==> src/rtl/lspe_pkg.sv <==
// Shared types and constants of the LED strip pixel encoder.
package lspe_pkg;

  // Configuration register indexes
  localparam logic [1:0] REG_BRIGHTNESS = 2'd0;
  localparam logic [1:0] REG_DUTY_HIGH  = 2'd1;
  localparam logic [1:0] REG_DUTY_LOW   = 2'd2;

  localparam int unsigned CFG_IDX_W  = 2;
  localparam int unsigned CFG_DATA_W = 16;
  localparam int unsigned DUTY_W     = 16;

  // Color pipeline depth and the width of its occupancy count
  localparam int unsigned FRONT_STAGES = 5;
  localparam int unsigned OCC_W        = $clog2(FRONT_STAGES + 1);

  // Bits per pixel on the wire
  localparam int unsigned PIXEL_BITS = 24;
  localparam int unsigned SLOT_W     = $clog2(PIXEL_BITS);
  localparam logic [SLOT_W-1:0] LAST_SLOT = SLOT_W'(PIXEL_BITS - 1);

  typedef struct packed {
    logic [PIXEL_BITS-1:0] grb;
    logic                  last;
  } pixel_t;

  typedef struct packed {
    logic [DUTY_W-1:0] high;
    logic [DUTY_W-1:0] low;
  } duty_cfg_t;

  typedef enum logic [1:0] {
    BK_IDLE,
    BK_SLOT,
    BK_GAP
  } back_state_e;

endpackage

==> src/rtl/lspe_front.sv <==
// Color front end: HSV conversion by mode and brightness scaling in a fixed pipeline.
module lspe_front (
  input  logic                           clk_i,
  input  logic                           rst_ni,
  input  logic                           in_valid_i,
  input  logic                           mode_i,
  input  logic [7:0]                     c0_i,
  input  logic [7:0]                     c1_i,
  input  logic [7:0]                     c2_i,
  input  logic                           last_i,
  input  logic [7:0]                     brightness_i,
  output logic                           push_o,
  output lspe_pkg::pixel_t               pixel_o,
  output logic [lspe_pkg::OCC_W-1:0]     occ_o
);
  import lspe_pkg::*;

  localparam logic [7:0] HUE_SPAN = 8'd43;

  function automatic logic [7:0] scale_ch(input logic [7:0] x, input logic [7:0] b);
    logic [15:0] prod;
    prod = x * b;
    return (b == 8'd255) ? x : prod[15:8];
  endfunction

  logic [FRONT_STAGES-1:0] vld_q;

  // Stage 1: input capture with hue region and remainder
  logic       s1_mode_q, s1_last_q;
  logic [7:0] s1_c0_q, s1_c1_q, s1_c2_q, s1_rem_q;
  logic [2:0] s1_region_q;
  // Stage 2: first products
  logic       s2_mode_q, s2_last_q;
  logic [7:0] s2_c0_q, s2_c1_q, s2_c2_q, s2_p_q, s2_x1_q, s2_x2_q;
  logic [2:0] s2_region_q;
  // Stage 3: q and t
  logic       s3_mode_q, s3_last_q;
  logic [7:0] s3_c0_q, s3_c1_q, s3_c2_q, s3_p_q, s3_q_q, s3_t_q;
  logic [2:0] s3_region_q;
  // Stage 4: selected rgb
  logic       s4_last_q;
  logic [7:0] s4_r_q, s4_g_q, s4_b_q;
  // Stage 5: scaled and packed
  logic       s5_last_q;
  logic [PIXEL_BITS-1:0] s5_grb_q;

  logic [2:0]  region_d;
  logic [7:0]  base_d, off_d, rem_d;
  logic [15:0] p_prod, x1_prod, x2_prod, q_prod, t_prod;
  logic [7:0]  r_d, g_d, b_d;

  always_ff @(posedge clk_i or negedge rst_ni) begin
    if (!rst_ni) begin
      vld_q <= '0;
    end else begin
      vld_q <= {vld_q[FRONT_STAGES-2:0], in_valid_i};
    end
  end

  // Region is h/43, found by comparisons against the region bases
  always_comb begin
    if (c0_i >= 8'd215) begin
      region_d = 3'd5;
      base_d   = 8'd215;
    end else if (c0_i >= 8'd172) begin
      region_d = 3'd4;
      base_d   = 8'd172;
    end else if (c0_i >= 8'd129) begin
      region_d = 3'd3;
      base_d   = 8'd129;
    end else if (c0_i >= 8'd86) begin
      region_d = 3'd2;
      base_d   = 8'd86;
    end else if (c0_i >= HUE_SPAN) begin
      region_d = 3'd1;
      base_d   = HUE_SPAN;
    end else begin
      region_d = 3'd0;
      base_d   = 8'd0;
    end
    off_d = c0_i - base_d;
    rem_d = (off_d << 2) + (off_d << 1);
  end

  always_ff @(posedge clk_i) begin
    s1_mode_q   <= mode_i;
    s1_last_q   <= last_i;
    s1_c0_q     <= c0_i;
    s1_c1_q     <= c1_i;
    s1_c2_q     <= c2_i;
    s1_region_q <= region_d;
    s1_rem_q    <= rem_d;
  end

  assign p_prod  = s1_c2_q * (8'd255 - s1_c1_q);
  assign x1_prod = s1_c1_q * s1_rem_q;
  assign x2_prod = s1_c1_q * (8'd255 - s1_rem_q);

  always_ff @(posedge clk_i) begin
    s2_mode_q   <= s1_mode_q;
    s2_last_q   <= s1_last_q;
    s2_c0_q     <= s1_c0_q;
    s2_c1_q     <= s1_c1_q;
    s2_c2_q     <= s1_c2_q;
    s2_region_q <= s1_region_q;
    s2_p_q      <= p_prod[15:8];
    s2_x1_q     <= x1_prod[15:8];
    s2_x2_q     <= x2_prod[15:8];
  end

  assign q_prod = s2_c2_q * (8'd255 - s2_x1_q);
  assign t_prod = s2_c2_q * (8'd255 - s2_x2_q);

  always_ff @(posedge clk_i) begin
    s3_mode_q   <= s2_mode_q;
    s3_last_q   <= s2_last_q;
    s3_c0_q     <= s2_c0_q;
    s3_c1_q     <= s2_c1_q;
    s3_c2_q     <= s2_c2_q;
    s3_region_q <= s2_region_q;
    s3_p_q      <= s2_p_q;
    s3_q_q      <= q_prod[15:8];
    s3_t_q      <= t_prod[15:8];
  end

  // RGB passes through; zero saturation gives grey
  always_comb begin
    r_d = s3_c0_q;
    g_d = s3_c1_q;
    b_d = s3_c2_q;
    if (s3_mode_q) begin
      if (s3_c1_q == 8'd0) begin
        r_d = s3_c2_q;
        g_d = s3_c2_q;
        b_d = s3_c2_q;
      end else begin
        case (s3_region_q)
          3'd0: begin
            r_d = s3_c2_q; g_d = s3_t_q;  b_d = s3_p_q;
          end
          3'd1: begin
            r_d = s3_q_q;  g_d = s3_c2_q; b_d = s3_p_q;
          end
          3'd2: begin
            r_d = s3_p_q;  g_d = s3_c2_q; b_d = s3_t_q;
          end
          3'd3: begin
            r_d = s3_p_q;  g_d = s3_q_q;  b_d = s3_c2_q;
          end
          3'd4: begin
            r_d = s3_t_q;  g_d = s3_p_q;  b_d = s3_c2_q;
          end
          default: begin
            r_d = s3_c2_q; g_d = s3_p_q;  b_d = s3_q_q;
          end
        endcase
      end
    end
  end

  always_ff @(posedge clk_i) begin
    s4_last_q <= s3_last_q;
    s4_r_q    <= r_d;
    s4_g_q    <= g_d;
    s4_b_q    <= b_d;
  end

  always_ff @(posedge clk_i) begin
    s5_last_q <= s4_last_q;
    s5_grb_q  <= {scale_ch(s4_g_q, brightness_i), scale_ch(s4_r_q, brightness_i),
                  scale_ch(s4_b_q, brightness_i)};
  end

  assign push_o       = vld_q[FRONT_STAGES-1];
  assign pixel_o.grb  = s5_grb_q;
  assign pixel_o.last = s5_last_q;
  assign occ_o        = OCC_W'($countones(vld_q));

endmodule

==> src/rtl/lspe_queue.sv <==
// Small first-word-fall-through queue of packed pixels.
module lspe_queue #(
  parameter int unsigned DEPTH = 4,
  localparam int unsigned CNT_W = $clog2(DEPTH + 1)
) (
  input  logic             clk_i,
  input  logic             rst_ni,
  input  logic             push_i,
  input  lspe_pkg::pixel_t din_i,
  input  logic             pop_i,
  output lspe_pkg::pixel_t dout_o,
  output logic             empty_o,
  output logic             full_o,
  output logic [CNT_W-1:0] cnt_o
);
  import lspe_pkg::*;

  localparam int unsigned PTR_W = $clog2(DEPTH);
  localparam logic [PTR_W-1:0] PTR_LAST = PTR_W'(DEPTH - 1);

  pixel_t           mem_q [DEPTH];
  logic [PTR_W-1:0] wr_ptr_q, rd_ptr_q;
  logic [CNT_W-1:0] cnt_q;

  always_ff @(posedge clk_i) begin
    if (push_i) begin
      mem_q[wr_ptr_q] <= din_i;
    end
  end

  always_ff @(posedge clk_i or negedge rst_ni) begin
    if (!rst_ni) begin
      wr_ptr_q <= '0;
      rd_ptr_q <= '0;
      cnt_q    <= '0;
    end else begin
      if (push_i) begin
        wr_ptr_q <= (wr_ptr_q == PTR_LAST) ? '0 : wr_ptr_q + 1'b1;
      end
      if (pop_i) begin
        rd_ptr_q <= (rd_ptr_q == PTR_LAST) ? '0 : rd_ptr_q + 1'b1;
      end
      if (push_i && !pop_i) begin
        cnt_q <= cnt_q + 1'b1;
      end else if (pop_i && !push_i) begin
        cnt_q <= cnt_q - 1'b1;
      end
    end
  end

  assign dout_o  = mem_q[rd_ptr_q];
  assign empty_o = (cnt_q == '0);
  assign full_o  = (cnt_q == CNT_W'(DEPTH));
  assign cnt_o   = cnt_q;

endmodule

==> src/rtl/lspe_back.sv <==
// Bit-slot serializer: one duty value per cycle while it holds a pixel, then the frame gap after a frame-ending pixel.
module lspe_back (
  input  logic                            clk_i,
  input  logic                            rst_ni,
  input  lspe_pkg::duty_cfg_t             duty_cfg_i,
  input  logic                            q_empty_i,
  input  lspe_pkg::pixel_t                q_data_i,
  output logic                            q_pop_o,
  output logic                            valid_o,
  output logic [lspe_pkg::DUTY_W-1:0]     duty_o,
  output logic                            pixel_done_o,
  output logic                            frame_gap_o
);
  import lspe_pkg::*;

  back_state_e           state_q, state_d;
  logic [PIXEL_BITS-1:0] grb_q;
  logic [SLOT_W-1:0]     slot_q;
  logic                  last_q;
  logic                  slot_end;

  assign slot_end = (slot_q == LAST_SLOT);

  // Next state and queue pop
  always_comb begin
    state_d = state_q;
    q_pop_o = 1'b0;
    case (state_q)
      BK_IDLE: begin
        if (!q_empty_i) begin
          q_pop_o = 1'b1;
          state_d = BK_SLOT;
        end
      end
      BK_SLOT: begin
        if (slot_end) begin
          if (last_q) begin
            state_d = BK_GAP;
          end else if (!q_empty_i) begin
            q_pop_o = 1'b1;
            state_d = BK_SLOT;
          end else begin
            state_d = BK_IDLE;
          end
        end
      end
      BK_GAP: begin
        if (!q_empty_i) begin
          q_pop_o = 1'b1;
          state_d = BK_SLOT;
        end else begin
          state_d = BK_IDLE;
        end
      end
      default: state_d = BK_IDLE;
    endcase
  end

  // Result drive
  always_comb begin
    valid_o      = 1'b0;
    duty_o       = '0;
    pixel_done_o = 1'b0;
    frame_gap_o  = 1'b0;
    case (state_q)
      BK_SLOT: begin
        valid_o      = 1'b1;
        duty_o       = grb_q[PIXEL_BITS-1] ? duty_cfg_i.high : duty_cfg_i.low;
        pixel_done_o = slot_end;
      end
      BK_GAP: begin
        valid_o     = 1'b1;
        frame_gap_o = 1'b1;
      end
      default: begin
        valid_o = 1'b0;
      end
    endcase
  end

  always_ff @(posedge clk_i or negedge rst_ni) begin
    if (!rst_ni) begin
      state_q <= BK_IDLE;
      slot_q  <= '0;
    end else begin
      state_q <= state_d;
      if (q_pop_o) begin
        slot_q <= '0;
      end else if (state_q == BK_SLOT) begin
        slot_q <= slot_q + 1'b1;
      end
    end
  end

  // Load a popped pixel, otherwise shift out the sent bit
  always_ff @(posedge clk_i) begin
    if (q_pop_o) begin
      grb_q  <= q_data_i.grb;
      last_q <= q_data_i.last;
    end else if (state_q == BK_SLOT) begin
      grb_q <= grb_q << 1;
    end
  end

endmodule

==> src/rtl/led_strip_pixel_encoder_unit.sv <==
// LED strip pixel encoder: five-stage color pipeline, queue and 24-slot serializer.
// Path: with the serializer idle, an accepted pixel passes the color pipeline, is written to
//   the queue, and is popped and loaded by the serializer, which then drives its first bit slot.
// Rate: set by the serializer, one slot per cycle while it holds a pixel and a gap result
//   after a frame-ending pixel. Busy rises once pipeline plus queue hold QUEUE_DEPTH items.
// Reset: brightness 255, both duties 0, pipeline and queue empty. The receiver cannot stall:
//   each result is shown for exactly one cycle with result_valid_o.
module led_strip_pixel_encoder_unit #(
  parameter int unsigned QUEUE_DEPTH = 4
) (
  input  logic                            clk_i,
  input  logic                            rst_ni,
  // Pixel command
  input  logic                            start,
  output logic                            busy,
  input  logic                            mode_i,
  input  logic [7:0]                      red_or_hue_i,
  input  logic [7:0]                      green_or_saturation_i,
  input  logic [7:0]                      blue_or_value_i,
  input  logic                            last_pixel_i,
  // Configuration writes
  input  logic                            cfg_valid_i,
  output logic                            cfg_ready_o,
  input  logic [lspe_pkg::CFG_IDX_W-1:0]  cfg_index_i,
  input  logic [lspe_pkg::CFG_DATA_W-1:0] cfg_data_i,
  // Results
  output logic                            result_valid_o,
  output logic [lspe_pkg::DUTY_W-1:0]     duty_o,
  output logic                            pixel_done_o,
  output logic                            frame_gap_o
);
  import lspe_pkg::*;

  localparam int unsigned Q_CNT_W = $clog2(QUEUE_DEPTH + 1);
  localparam int unsigned SUM_W   = $clog2(QUEUE_DEPTH + FRONT_STAGES + 1);

  logic [7:0] brightness_q;
  duty_cfg_t  duty_cfg_q;

  logic               accept;
  logic               q_push, q_pop, q_empty, q_full;
  pixel_t             front_pixel, q_data;
  logic [OCC_W-1:0]   front_occ;
  logic [Q_CNT_W-1:0] q_cnt;
  logic [SUM_W-1:0]   inflight;

  // Configuration is always taken; unknown indexes drop the write
  assign cfg_ready_o = 1'b1;

  always_ff @(posedge clk_i or negedge rst_ni) begin
    if (!rst_ni) begin
      brightness_q    <= 8'd255;
      duty_cfg_q.high <= '0;
      duty_cfg_q.low  <= '0;
    end else if (cfg_valid_i && cfg_ready_o) begin
      case (cfg_index_i)
        REG_BRIGHTNESS: brightness_q    <= cfg_data_i[7:0];
        REG_DUTY_HIGH:  duty_cfg_q.high <= cfg_data_i[DUTY_W-1:0];
        REG_DUTY_LOW:   duty_cfg_q.low  <= cfg_data_i[DUTY_W-1:0];
        default: begin
        end
      endcase
    end
  end

  // Credit check: every item in the color pipeline has a queue slot reserved,
  // so the pipeline never has to stall.
  assign inflight = SUM_W'(front_occ) + SUM_W'(q_cnt);
  assign busy     = (inflight >= SUM_W'(QUEUE_DEPTH));
  assign accept   = start && !busy;

  lspe_front u_front (
    .clk_i        (clk_i),
    .rst_ni       (rst_ni),
    .in_valid_i   (accept),
    .mode_i       (mode_i),
    .c0_i         (red_or_hue_i),
    .c1_i         (green_or_saturation_i),
    .c2_i         (blue_or_value_i),
    .last_i       (last_pixel_i),
    .brightness_i (brightness_q),
    .push_o       (q_push),
    .pixel_o      (front_pixel),
    .occ_o        (front_occ)
  );

  lspe_queue #(
    .DEPTH (QUEUE_DEPTH)
  ) u_queue (
    .clk_i   (clk_i),
    .rst_ni  (rst_ni),
    .push_i  (q_push),
    .din_i   (front_pixel),
    .pop_i   (q_pop),
    .dout_o  (q_data),
    .empty_o (q_empty),
    .full_o  (q_full),
    .cnt_o   (q_cnt)
  );

  lspe_back u_back (
    .clk_i        (clk_i),
    .rst_ni       (rst_ni),
    .duty_cfg_i   (duty_cfg_q),
    .q_empty_i    (q_empty),
    .q_data_i     (q_data),
    .q_pop_o      (q_pop),
    .valid_o      (result_valid_o),
    .duty_o       (duty_o),
    .pixel_done_o (pixel_done_o),
    .frame_gap_o  (frame_gap_o)
  );

`ifndef NO_ASSERTIONS
  // A pipeline item must always find room in the queue
  a_no_overflow: assert property (@(posedge clk_i) disable iff (!rst_ni)
    q_push |-> (!q_full || q_pop))
    else $error("queue push while full");

  // Reserved credits never exceed the queue depth
  a_credit_bound: assert property (@(posedge clk_i) disable iff (!rst_ni)
    inflight <= SUM_W'(QUEUE_DEPTH))
    else $error("in-flight items exceed queue depth");

  // The gap result directly follows the final slot of a pixel
  a_gap_after_pixel: assert property (@(posedge clk_i) disable iff (!rst_ni)
    frame_gap_o |-> ($past(result_valid_o) && $past(pixel_done_o)))
    else $error("frame gap without a finished pixel before it");

  // Pops happen only when the queue holds a pixel
  a_pop_nonempty: assert property (@(posedge clk_i) disable iff (!rst_ni)
    q_pop |-> !q_empty)
    else $error("queue pop while empty");
`endif

endmodule
==> config.mk <==
export PLATFORM = sky130hd
export DESIGN_NAME = led_strip_pixel_encoder_unit
export DESIGN_NICKNAME = d
export VERILOG_FILES = /design/src/rtl/lspe_pkg.sv /design/src/rtl/lspe_front.sv /design/src/rtl/lspe_queue.sv /design/src/rtl/lspe_back.sv /design/src/rtl/led_strip_pixel_encoder_unit.sv
export SDC_FILE = /design/constraint.sdc
export NUM_CORES = 1
export LEC_CHECK = 0
export BUFFER_PORTS_ARGS = -buffer_cell sky130_fd_sc_hd__buf_2
export CAP_MARGIN = 0
export CORE_UTILIZATION = 58
export DETAILED_ROUTE_END_ITERATION = 8
export HOLD_SLACK_MARGIN = 0.15
export PLACE_DENSITY = 0.8
export SYNTH_ARGS = -nofsm -noshare
export SYNTH_HDL_FRONTEND = slang
export SYNTH_SLANG_ARGS = --single-unit
==> constraint.sdc <==
create_clock -name clk_i -period 4.6 [get_ports clk_i]
set_input_delay 0.69 -clock clk_i [delete_from_list [all_inputs] [get_ports clk_i]]
set_output_delay 0.69 -clock clk_i [all_outputs]
set_load 0.02 [all_outputs]
==> results.md, run 1 <==
* CTS Root Cell: clkbuf_16
* GRT Residual Overflow at 0
* Worst Skew at 0.0263 ns
* Largest net degree at the start of global routing at 60
* DR vias at 19.4k
* Mapped Cells at 2698
* CTS Sinks at 376
* CTS tree: built
* Placeable Area at 48000 sq um
* Remaining antenna violation count at 0
* R2R Path Start: brightness_q[5]$_DFFE_PN1P_
* Die height at 224 um
* Initial Util at 0.593
* Worst Path Max Fanout at 8
* Kind of critical path: register to register
* Final GP Congestion at 0.885
* Synthesized flop and latch total at 376
* Mapped Nets at 3316
* Worst rel slew slack at 0.262
* Worst Hold Depth at 1
* Synth Area in Compound Gates at 0.0636
* Worst-margin pin slew at 1.10 ns
* Max Root-Sink Buffers at 3
* FF+latch area at 9110 sq um
* Period Utilization, post-route at 0.978
* Mapped Area at 28500 sq um
* Tot GR Track Use at 0.266
* Post-synth ARST share at 0.157
* Critical Path RT at 5.07 ns
* Largest family of logic cells by synthesized area: adder cells
* Routed wire length per instance at 18.6 um
* Ant diodes at 0
* Xor and xnor area share after synthesis at 0.0236
* Total CTS buffers at 39
* Top_reg_cell synth: dfxtp_1
* Reg2Reg Capture Point: u_front.s5_grb_q[7]$_DFF_P_
* Antenna violations before repair at 0
* Sequential fraction of the synthesis area at 0.319
* R2R Setup Slk at 0.10 ns
* Setup Viol. Count Final at 0
* Total Nets Final at 3477
* Post-synth EDFFs at 125
* Worst setup SP type: register
* Placement Rows at 80
* Max-slew violations at 0
* # IOs at 69
* Peak Freq at 222 MHz
* Yosys cell types at 74
* Port-buffer cells at 67
* First-pass GRT wire length at 105 mm
* Drt first pass iters at 5
* Worst-Skew Late Latency at 0.57 ns
* CP arrival at 4.96 ns
* Layout cell share with drive strength beyond 1 at 0.151
* Syn Area/Cell at 10.6 sq um
* CTS clock-pin slew for the worst setup and hold paths at 0.07 ns
* Post-Route Hold Slack at 0.223 ns
* Max-Cap Viols at 0
* Die X at 224 um
* DP HPWL at 49.8 mm
* Vias in the first global route at 20.7k
* Area grow syn2layout at 12.4%
* Max H-tree Level at 2
* Fill count at 3617
* Hold Path Class: primary input to register
* Die ar. at 50000 sq um
* Via density at 5.54
* Status: finished, final reports clean
* Register-to-Register Path Depth at 16
* Most frequent cells in the layout: inv_1 (414), ha_1 (283), fa_1 (276), nand2_1 (215), dfxtp_1 (179)
* Routed wire length at 65.2 mm
* Detailed Route Iter0 Violations at 1236
* Mux share of post-synthesis cell area at 0.0537
* Final Critical Period at 4.50 ns
* Setup crit end kind: register
* Hold Crit Start: green_or_saturation_i[6]
* Post-Synth Adder-Cell Area at 0.324
* Commonest non-fill, non-tap cell in the layout: inv_1
* RSZ-0062 raised after global routing: true
* Post-route DRC at 0
* Area of the multi-input gates at 17700 sq um
* Simple-Gate Fraction of Synth Area at 0.148
* Synthesis Warnings at 0
* Hold EP: u_front.s1_c1_q[6]$_DFF_P_
* Endpoints failing hold at 0
-- metrics by stage --
stage	setup slack (ns)	std cells	util	setup TNS (ns)	cell area [sq um]
CTS	0.00141	3493	0.659	0	31700
global placement	0.0462	3421	0.630	0	30300
finish	0.103	3502	0.666	0	32000
detailed placement	-0.0714	3421	0.630	-0.138	30300
floorplan	0.00625	2698	-	0	28500
global route	-0.0999	3502	0.666	-0.190	32000
-- state kept, by name, indices dropped and copies added, names as in the netlist, 24 cells and up --
register,count
u_back.grb_q,24
duty_cfg_q,32
u_front.s5_grb_q,24
u_queue.mem_q,100
-- routing by layer --
metal | part of all wire | track usage | routed length (um)
met4 | 0.032 | 0.0968 | 2110
met1 | 0.39 | 0.313 | 25700
met3 | 0.039 | 0.0294 | 2560
met5 | 0 | 0 | 0
met2 | 0.53 | 0.498 | 34800
-- worst max-delay path, cell delays in order (launching register included) --
cell and delay, ns:
dfstp_4 0.68, buf_6 0.15, and2_4 0.14, fa_1 0.44
fa_2 0.49, fa_1 0.50, inv_1 0.06, fa_1 0.52
inv_1 0.04, ha_2 0.33, inv_1 0.08, and2_1 0.14
o31a_1 0.23, a31oi_1 0.18, xnor2_1 0.13, o21ai_0 0.10
buf_4 0.19
-- cell usage after synthesis, types with 38 or more instances --
master | instances | share of area
a21oi_1 | 62 | 0.011
and2_1 | 174 | 0.038
clkbuf_1 | 77 | 0.010
dfrtp_1 | 51 | 0.045
dfxtp_1 | 192 | 0.13
edfxtp_1 | 125 | 0.13
fa_1 | 279 | 0.20
ha_1 | 291 | 0.13
inv_1 | 417 | 0.055
mux2_2 | 52 | 0.021
mux2i_1 | 38 | 0.013
nand2_1 | 215 | 0.028
nand2b_1 | 128 | 0.028
nor2_1 | 53 | 0.0070
nor2b_1 | 141 | 0.031
o21ai_0 | 61 | 0.011
xnor2_1 | 44 | 0.014
-- final cells by class --
class                      instances  area share
timing repair buffer             215      0.0480
multi-input combinational       1810       0.553
clock inverter                    15     0.00692
tap                              615      0.0240
clock buffer                      54      0.0347
inverter                         417      0.0489
sequential                       376       0.284
-- cell families after synthesis --
group | after synthesis
simple gates | 775
fa+ha+maj | 570
other cells | 1
mux | 115
compound gates | 274
xor+xnor | 75
buf+inv | 512
flops | 376
-- what timing repair did --
action                                  in CTS  in global routing
setup buffers                                3                  9
gates resized for setup                      5                 76
endpoints found under the setup margin       4                 31
hold buffers                                 0                  0
pin swaps                                    1                 32
-- worst max-delay path by stage --
stage,slack [ns],end,start,cells past startpoint
floorplan,0.006,u_front.s5_grb_q[5]$_DFF_P_,brightness_q[3]$_DFFE_PN1P_,17
global placement,0.05,u_front.s5_grb_q[14]$_DFF_P_,brightness_q[3]$_DFFE_PN1P_,16
detailed placement,-0.07,u_front.s5_grb_q[14]$_DFF_P_,brightness_q[5]$_DFFE_PN1P_,15
CTS,0.001,u_front.s2_p_q[7]$_DFF_P_,u_front.s1_c1_q[3]$_DFF_P_,15
global route,-0.1,u_front.s5_grb_q[3]$_DFF_P_,brightness_q[2]$_DFFE_PN1P_,18
finish,0.10,u_front.s5_grb_q[7]$_DFF_P_,brightness_q[5]$_DFFE_PN1P_,16
Power of run 1 is not shown: default switching activity piles up to over one toggle a cycle in this logic, so the estimate is an artifact.
==> inputs of run 2 (changes only) <==
--- a/config.mk
+++ b/config.mk
@@ -13,4 +13,5 @@
 export PLACE_DENSITY = 0.8
 export SYNTH_ARGS = -nofsm -noshare
 export SYNTH_HDL_FRONTEND = slang
+export SYNTH_HIERARCHICAL = 1
 export SYNTH_SLANG_ARGS = --single-unit
==> results.md, run 2 <==
* Top Layer Used: met4
* Final Critical Period at 4.49 ns
* Crit path buf inv count at 2
* First-pass GRT wire length at 102 mm
* GRT Residual Overflow at 0
* Largest net degree at the start of global routing at 60
* Ant diodes at 0
* Regs by FF count: u_queue/mem_q: 100 flops, duty_cfg_q: 32 flops
* Port-buffer cells at 67
* Mapped Nets at 3366
* # IOs at 69
* Area grow syn2layout at 11.1%
* CP arrival at 4.93 ns
* CTS Root Cell: clkbuf_16
* Commonest non-fill, non-tap cell in the layout: inv_1
* Worst Setup SP: brightness_q[3]$_DFFE_PN1P_
* CTS Sinks at 376
* Max reg flops at 100
* Total CTS buffers at 42
* Synthesis Warnings at 6
* Tot GR Track Use at 0.254
* Max-Cap Viols at 0
* Die ar. at 51000 sq um
* Placement Rows at 81
* Via density at 5.49
* Mapped Cells at 2740
* Worst Path Max Fanout at 5
* Critical-path top delay cell: dfstp_2
* Setup Viol. Count Final at 0
* Final GP Congestion at 0.891
* Max H-tree Level at 2
* Die height at 226 um
* Hold_buf cts at 0
* Worst Hold Depth at 1
* DR WL met3 at 2.90 mm
* Max Root-Sink Buffers at 3
* Syn Area/Cell at 10.6 sq um
* Setup crit end kind: register
* Hold Crit Start: green_or_saturation_i[2]
* Most frequent cells in the layout: inv_1 (443), ha_1 (287), fa_1 (282), dfxtp_1 (180), and2_1 (172)
* CTS clock-pin slew for the worst setup and hold paths at 0.06 ns
* Placed instance area at 30500 sq um
* Detailed Route Iter0 Violations at 1168
* Critical Path RT at 5.04 ns
* Crit path depth at 13
* Worst setup SP type: register
* DR WL met2 at 31.9 mm
* CP delay by family, top: adder cells
* Remaining antenna violation count at 0
* Worst-Skew Late Latency at 0.59 ns
* Vias in the first global route at 20.6k
* Hold Path Class: primary input to register
* Status: finished, final reports clean
* Die X at 226 um
* R2R Path Start: brightness_q[3]$_DFFE_PN1P_
* Drt first pass iters at 5
* Period Utilization, post-route at 0.977
* DR vias at 19.6k
* Total Nets Final at 3493
* Layout cell share with drive strength beyond 1 at 0.145
* DP HPWL at 47.2 mm
* Mapped Area at 29000 sq um
* Critical path's largest stage delay at 0.58 ns
* Max-slew violations at 0
* Routed wire length per instance at 17.6 um
* Worst Skew at 0.0279 ns
* Reg with most FFs: u_queue/mem_q
* Kind of critical path: register to register
* Register-to-Register Path Depth at 13
* Cell mode on critical path: fa_1
* CP Cell Sequence: buf_2 -> and2_1 -> fa_1 -> fa_1 -> fa_1 -> fa_1 -> ha_2 -> and3_1 -> and3_2 -> a221oi_4 -> buf_4 -> xnor2_1 -> a21oi_1
* Routed wire length at 62.6 mm
* Post-route DRC at 0
* Worst rel slew slack at 0.255
* Endpoints failing hold at 0
* Initial Util at 0.591
* Finished Cell Area at 32300 sq um
* Setup_tns at 0 ns
* Placeable Area at 49200 sq um
* RSZ-0062 raised after global routing: true
* Peak Freq at 223 MHz
* CTS tree: built
* Antenna violations before repair at 0
* Met1 wire length at 25.1 mm
* Worst-margin pin slew at 1.11 ns
* R2R Setup Slk at 0.11 ns
* Reg2Reg Capture Point: u_front/s5_grb_q[3]$_DFF_P_
* Hold EP: u_front/s1_c1_q[2]$_DFF_P_
-- run 2: cell type report --
class,count,area [sq um]
multi-input combinational,1823,18000
fill,3628,16900
sequential,376,9100
inverter,448,1690
timing repair buffer,176,1170
clock buffer,47,1100
tap,664,831
clock inverter,31,352
-- run 2: worst reg2reg max path: stages, from the launching register on --
cell	delay [ns]
dfstp_2	0.58
buf_2	0.17
and2_1	0.15
fa_1	0.45
fa_1	0.56
fa_1	0.44
fa_1	0.51
ha_2	0.31
and3_1	0.19
and3_2	0.24
a221oi_4	0.32
buf_4	0.18
xnor2_1	0.13
a21oi_1	0.12
-- run 2: what timing repair did --
action	4_1_cts	5_1_grt
buffers inserted	2	13
resized for setup	2	65
endpoints found under the setup margin	3	28
pin swaps	1	13
-- run 2: worst max path at each step --
stage	to
final	u_front/s5_grb_q[3]$_DFF_P_
after CTS	u_front/s5_grb_q[5]$_DFF_P_
after detailed placement	u_front/s5_grb_q[5]$_DFF_P_
after global placement	u_front/s5_grb_q[12]$_DFF_P_
after floorplan	u_front/s5_grb_q[22]$_DFF_P_
after global routing	u_front/s5_grb_q[21]$_DFF_P_
-- run 2: metrics by stage --
step                       util  hold slack, ns  instances  setup slack (ns)
after floorplan               -           0.310       2740            0.0620
after global placement    0.620           0.313       3472             0.132
after detailed placement  0.620           0.312       3472           -0.0658
after CTS                 0.650           0.178       3552            0.0108
after global routing      0.656           0.187       3565           -0.0393
final                     0.656           0.206       3565             0.106
-- run 2: routing by layer --
| layer | GRT usage | vias to the layer above |
|---|---|---|
| met5 | 0 | - |
| met2 | 0.456 | 523 |
| met3 | 0.0341 | 162 |
| li1 | - | 9183 |
| met1 | 0.301 | 9690 |
| met4 | 0.116 | 0 |
Power of run 2 is left out for the same reason.
==> inputs of run 3 (changes only) <==
--- a/config.mk
+++ b/config.mk
@@ -5,7 +5,7 @@
 export SDC_FILE = /design/constraint.sdc
 export NUM_CORES = 1
 export LEC_CHECK = 0
-export BUFFER_PORTS_ARGS = -buffer_cell sky130_fd_sc_hd__buf_2
+export BUFFER_PORTS_ARGS = -buffer_cell sky130_fd_sc_hd__buf_4
 export CAP_MARGIN = 0
 export CORE_UTILIZATION = 58
 export DETAILED_ROUTE_END_ITERATION = 8
==> results.md, run 3 (synthesized netlist as in run 2, its figures left out) <==
* Final Critical Period at 4.52 ns
* Setup crit end kind: register
* Regs by FF count: u_queue/mem_q: 100 flops, duty_cfg_q: 32 flops
* Cell mode on critical path: fa_1
* Kind of critical path: register to register
* FF+latch area at 9110 sq um
* CTS Root Cell: clkbuf_16
* Critical path's largest stage delay at 0.58 ns
* Max reg flops at 100
* Period Utilization, post-route at 0.983
* Most frequent cells in the layout: inv_1 (445), ha_1 (288), fa_1 (283), dfxtp_1 (179), and2_1 (172)
* DR vias at 19.6k
* CTS tree: built
* Reg with most FFs: u_queue/mem_q
* Hold Path Class: primary input to asynchronous set/reset pin
* Setup_tns at 0 ns
* Tot GR Track Use at 0.254
* Endpoints failing hold at 0
* Final GP Congestion at 0.895
* Layout cell share with drive strength beyond 1 at 0.138
* Setup Viol. Count Final at 0
* CP Cell Sequence: buf_2 -> and2_1 -> fa_1 -> fa_1 -> fa_1 -> inv_1 -> fa_1 -> inv_1 -> ha_2 -> and3_1 -> and3_1 -> a221oi_2 -> o21bai_1 -> a211oi_1 -> o31ai_1
* Port-buffer cells at 67
* Worst Path Max Fanout at 7
* Worst rel slew slack at 0.306
* Area of the multi-input gates at 18000 sq um
* Die height at 226 um
* R2R Setup Slk at 0.08 ns
* Post-Route Hold Slack at 0.211 ns
* Max-Cap Viols at 0
* Ant diodes at 0
* DP HPWL at 47.9 mm
* Total Nets Final at 3485
* Vias in the first global route at 20.9k
* Final Non-Filler Cells at 3557
* Max Root-Sink Buffers at 3
* Max-slew violations at 0
* Fill count at 3648
* Remaining antenna violation count at 0
* Hold_buf cts at 0
* CP arrival at 4.96 ns
* Detailed Route Iter0 Violations at 1190
* Final Core Density at 0.660
* Placeable Area at 49200 sq um
* Routed wire length at 62.9 mm
* Die ar. at 51000 sq um
* First-pass GRT wire length at 103 mm
* Initial Util at 0.591
* RSZ-0062 raised after global routing: true
* Total CTS buffers at 42
* Peak Freq at 221 MHz
* Drt first pass iters at 5
* Largest net degree at the start of global routing at 60
* # IOs at 69
* Status: finished, final reports clean
* Routed wire length per instance at 17.7 um
* Antenna violations before repair at 0
* Placement Rows at 81
* Critical-path top delay cell: dfstp_2
* Critical Path RT at 5.04 ns
* Worst Skew at 0.0243 ns
* CP delay by family, top: adder cells
* Worst-Skew Late Latency at 0.57 ns
* Worst-margin pin slew at 1.04 ns
* Post-route DRC at 0
* Via density at 5.50
* Worst setup SP type: register
* Dpl cells at 3467
* CTS Sinks at 376
* Max H-tree Level at 2
* Area grow syn2layout at 11.6%
* CTS clock-pin slew for the worst setup and hold paths at 0.06 ns
* Commonest non-fill, non-tap cell in the layout: inv_1
* Crit path buf inv count at 3
* Die X at 226 um
* GRT Residual Overflow at 0
run 3: changes by cell type in the layout (fill, tap and decap cells not counted), sizes merged:
cell      delta
inv          -2
bufinv       +3
buf         -10
clkbuf      +10
clkinvlp     -7
clkinv       -2
run 3: final timing paths:
path,from,to,cells past startpoint
max,brightness_q[6]$_DFFE_PN1P_,u_front/s5_grb_q[5]$_DFF_P_,15
min,rst_ni,u_queue/cnt_o[2]$_DFFE_PN0P_,1
max reg2reg,brightness_q[6]$_DFFE_PN1P_,u_front/s5_grb_q[5]$_DFF_P_,15
min reg2reg,u_front/s2_p_q[4]$_DFF_P_,u_front/s3_p_q[4]$_DFF_P_,0
max in group asynchronous,rst_ni,u_queue/rd_ptr_q[1]$_DFFE_PN0P_,1
min in group clk_i,last_pixel_i,u_front/s1_last_q$_DFF_P_,1
run 3: layer usage:
metal | part of all wire | GRT usage | vias up
li1 | - | - | 9172
met1 | 0.41 | 0.309 | 9798
met2 | 0.52 | 0.464 | 468
met3 | 0.040 | 0.0285 | 139
met4 | 0.031 | 0.0898 | 0
met5 | 0 | 0 | -
run 3: per-stage QoR:
| stage | setup slack (ns) | area [sq um] |
|---|---|---|
| 2_1_floorplan | 0.0620 | 29100 |
| 3_3_place_gp | 0.108 | 30600 |
| 3_5_place_dp | -0.0152 | 30600 |
| 4_1_cts | 0.00801 | 32200 |
| 5_1_grt | -0.0444 | 32400 |
| 6_report | 0.0791 | 32400 |
run 3: what timing repair did:
action,in CTS,in global routing
endpoints found under the setup margin,5,29
gates cloned,0,0
gates resized for setup,2,51
pin swaps,0,9
setup buffers,2,10
run 3: cell type report:
class	instances	share of cell area
well taps	664	0.0256
repair buffers	168	0.0399
clock buffers	55	0.0368
flip-flops and latches	376	0.281
clock inverters	23	0.0109
multi-input cells	1823	0.554
inverters	448	0.0519
Power of run 3 is left out for the same reason.
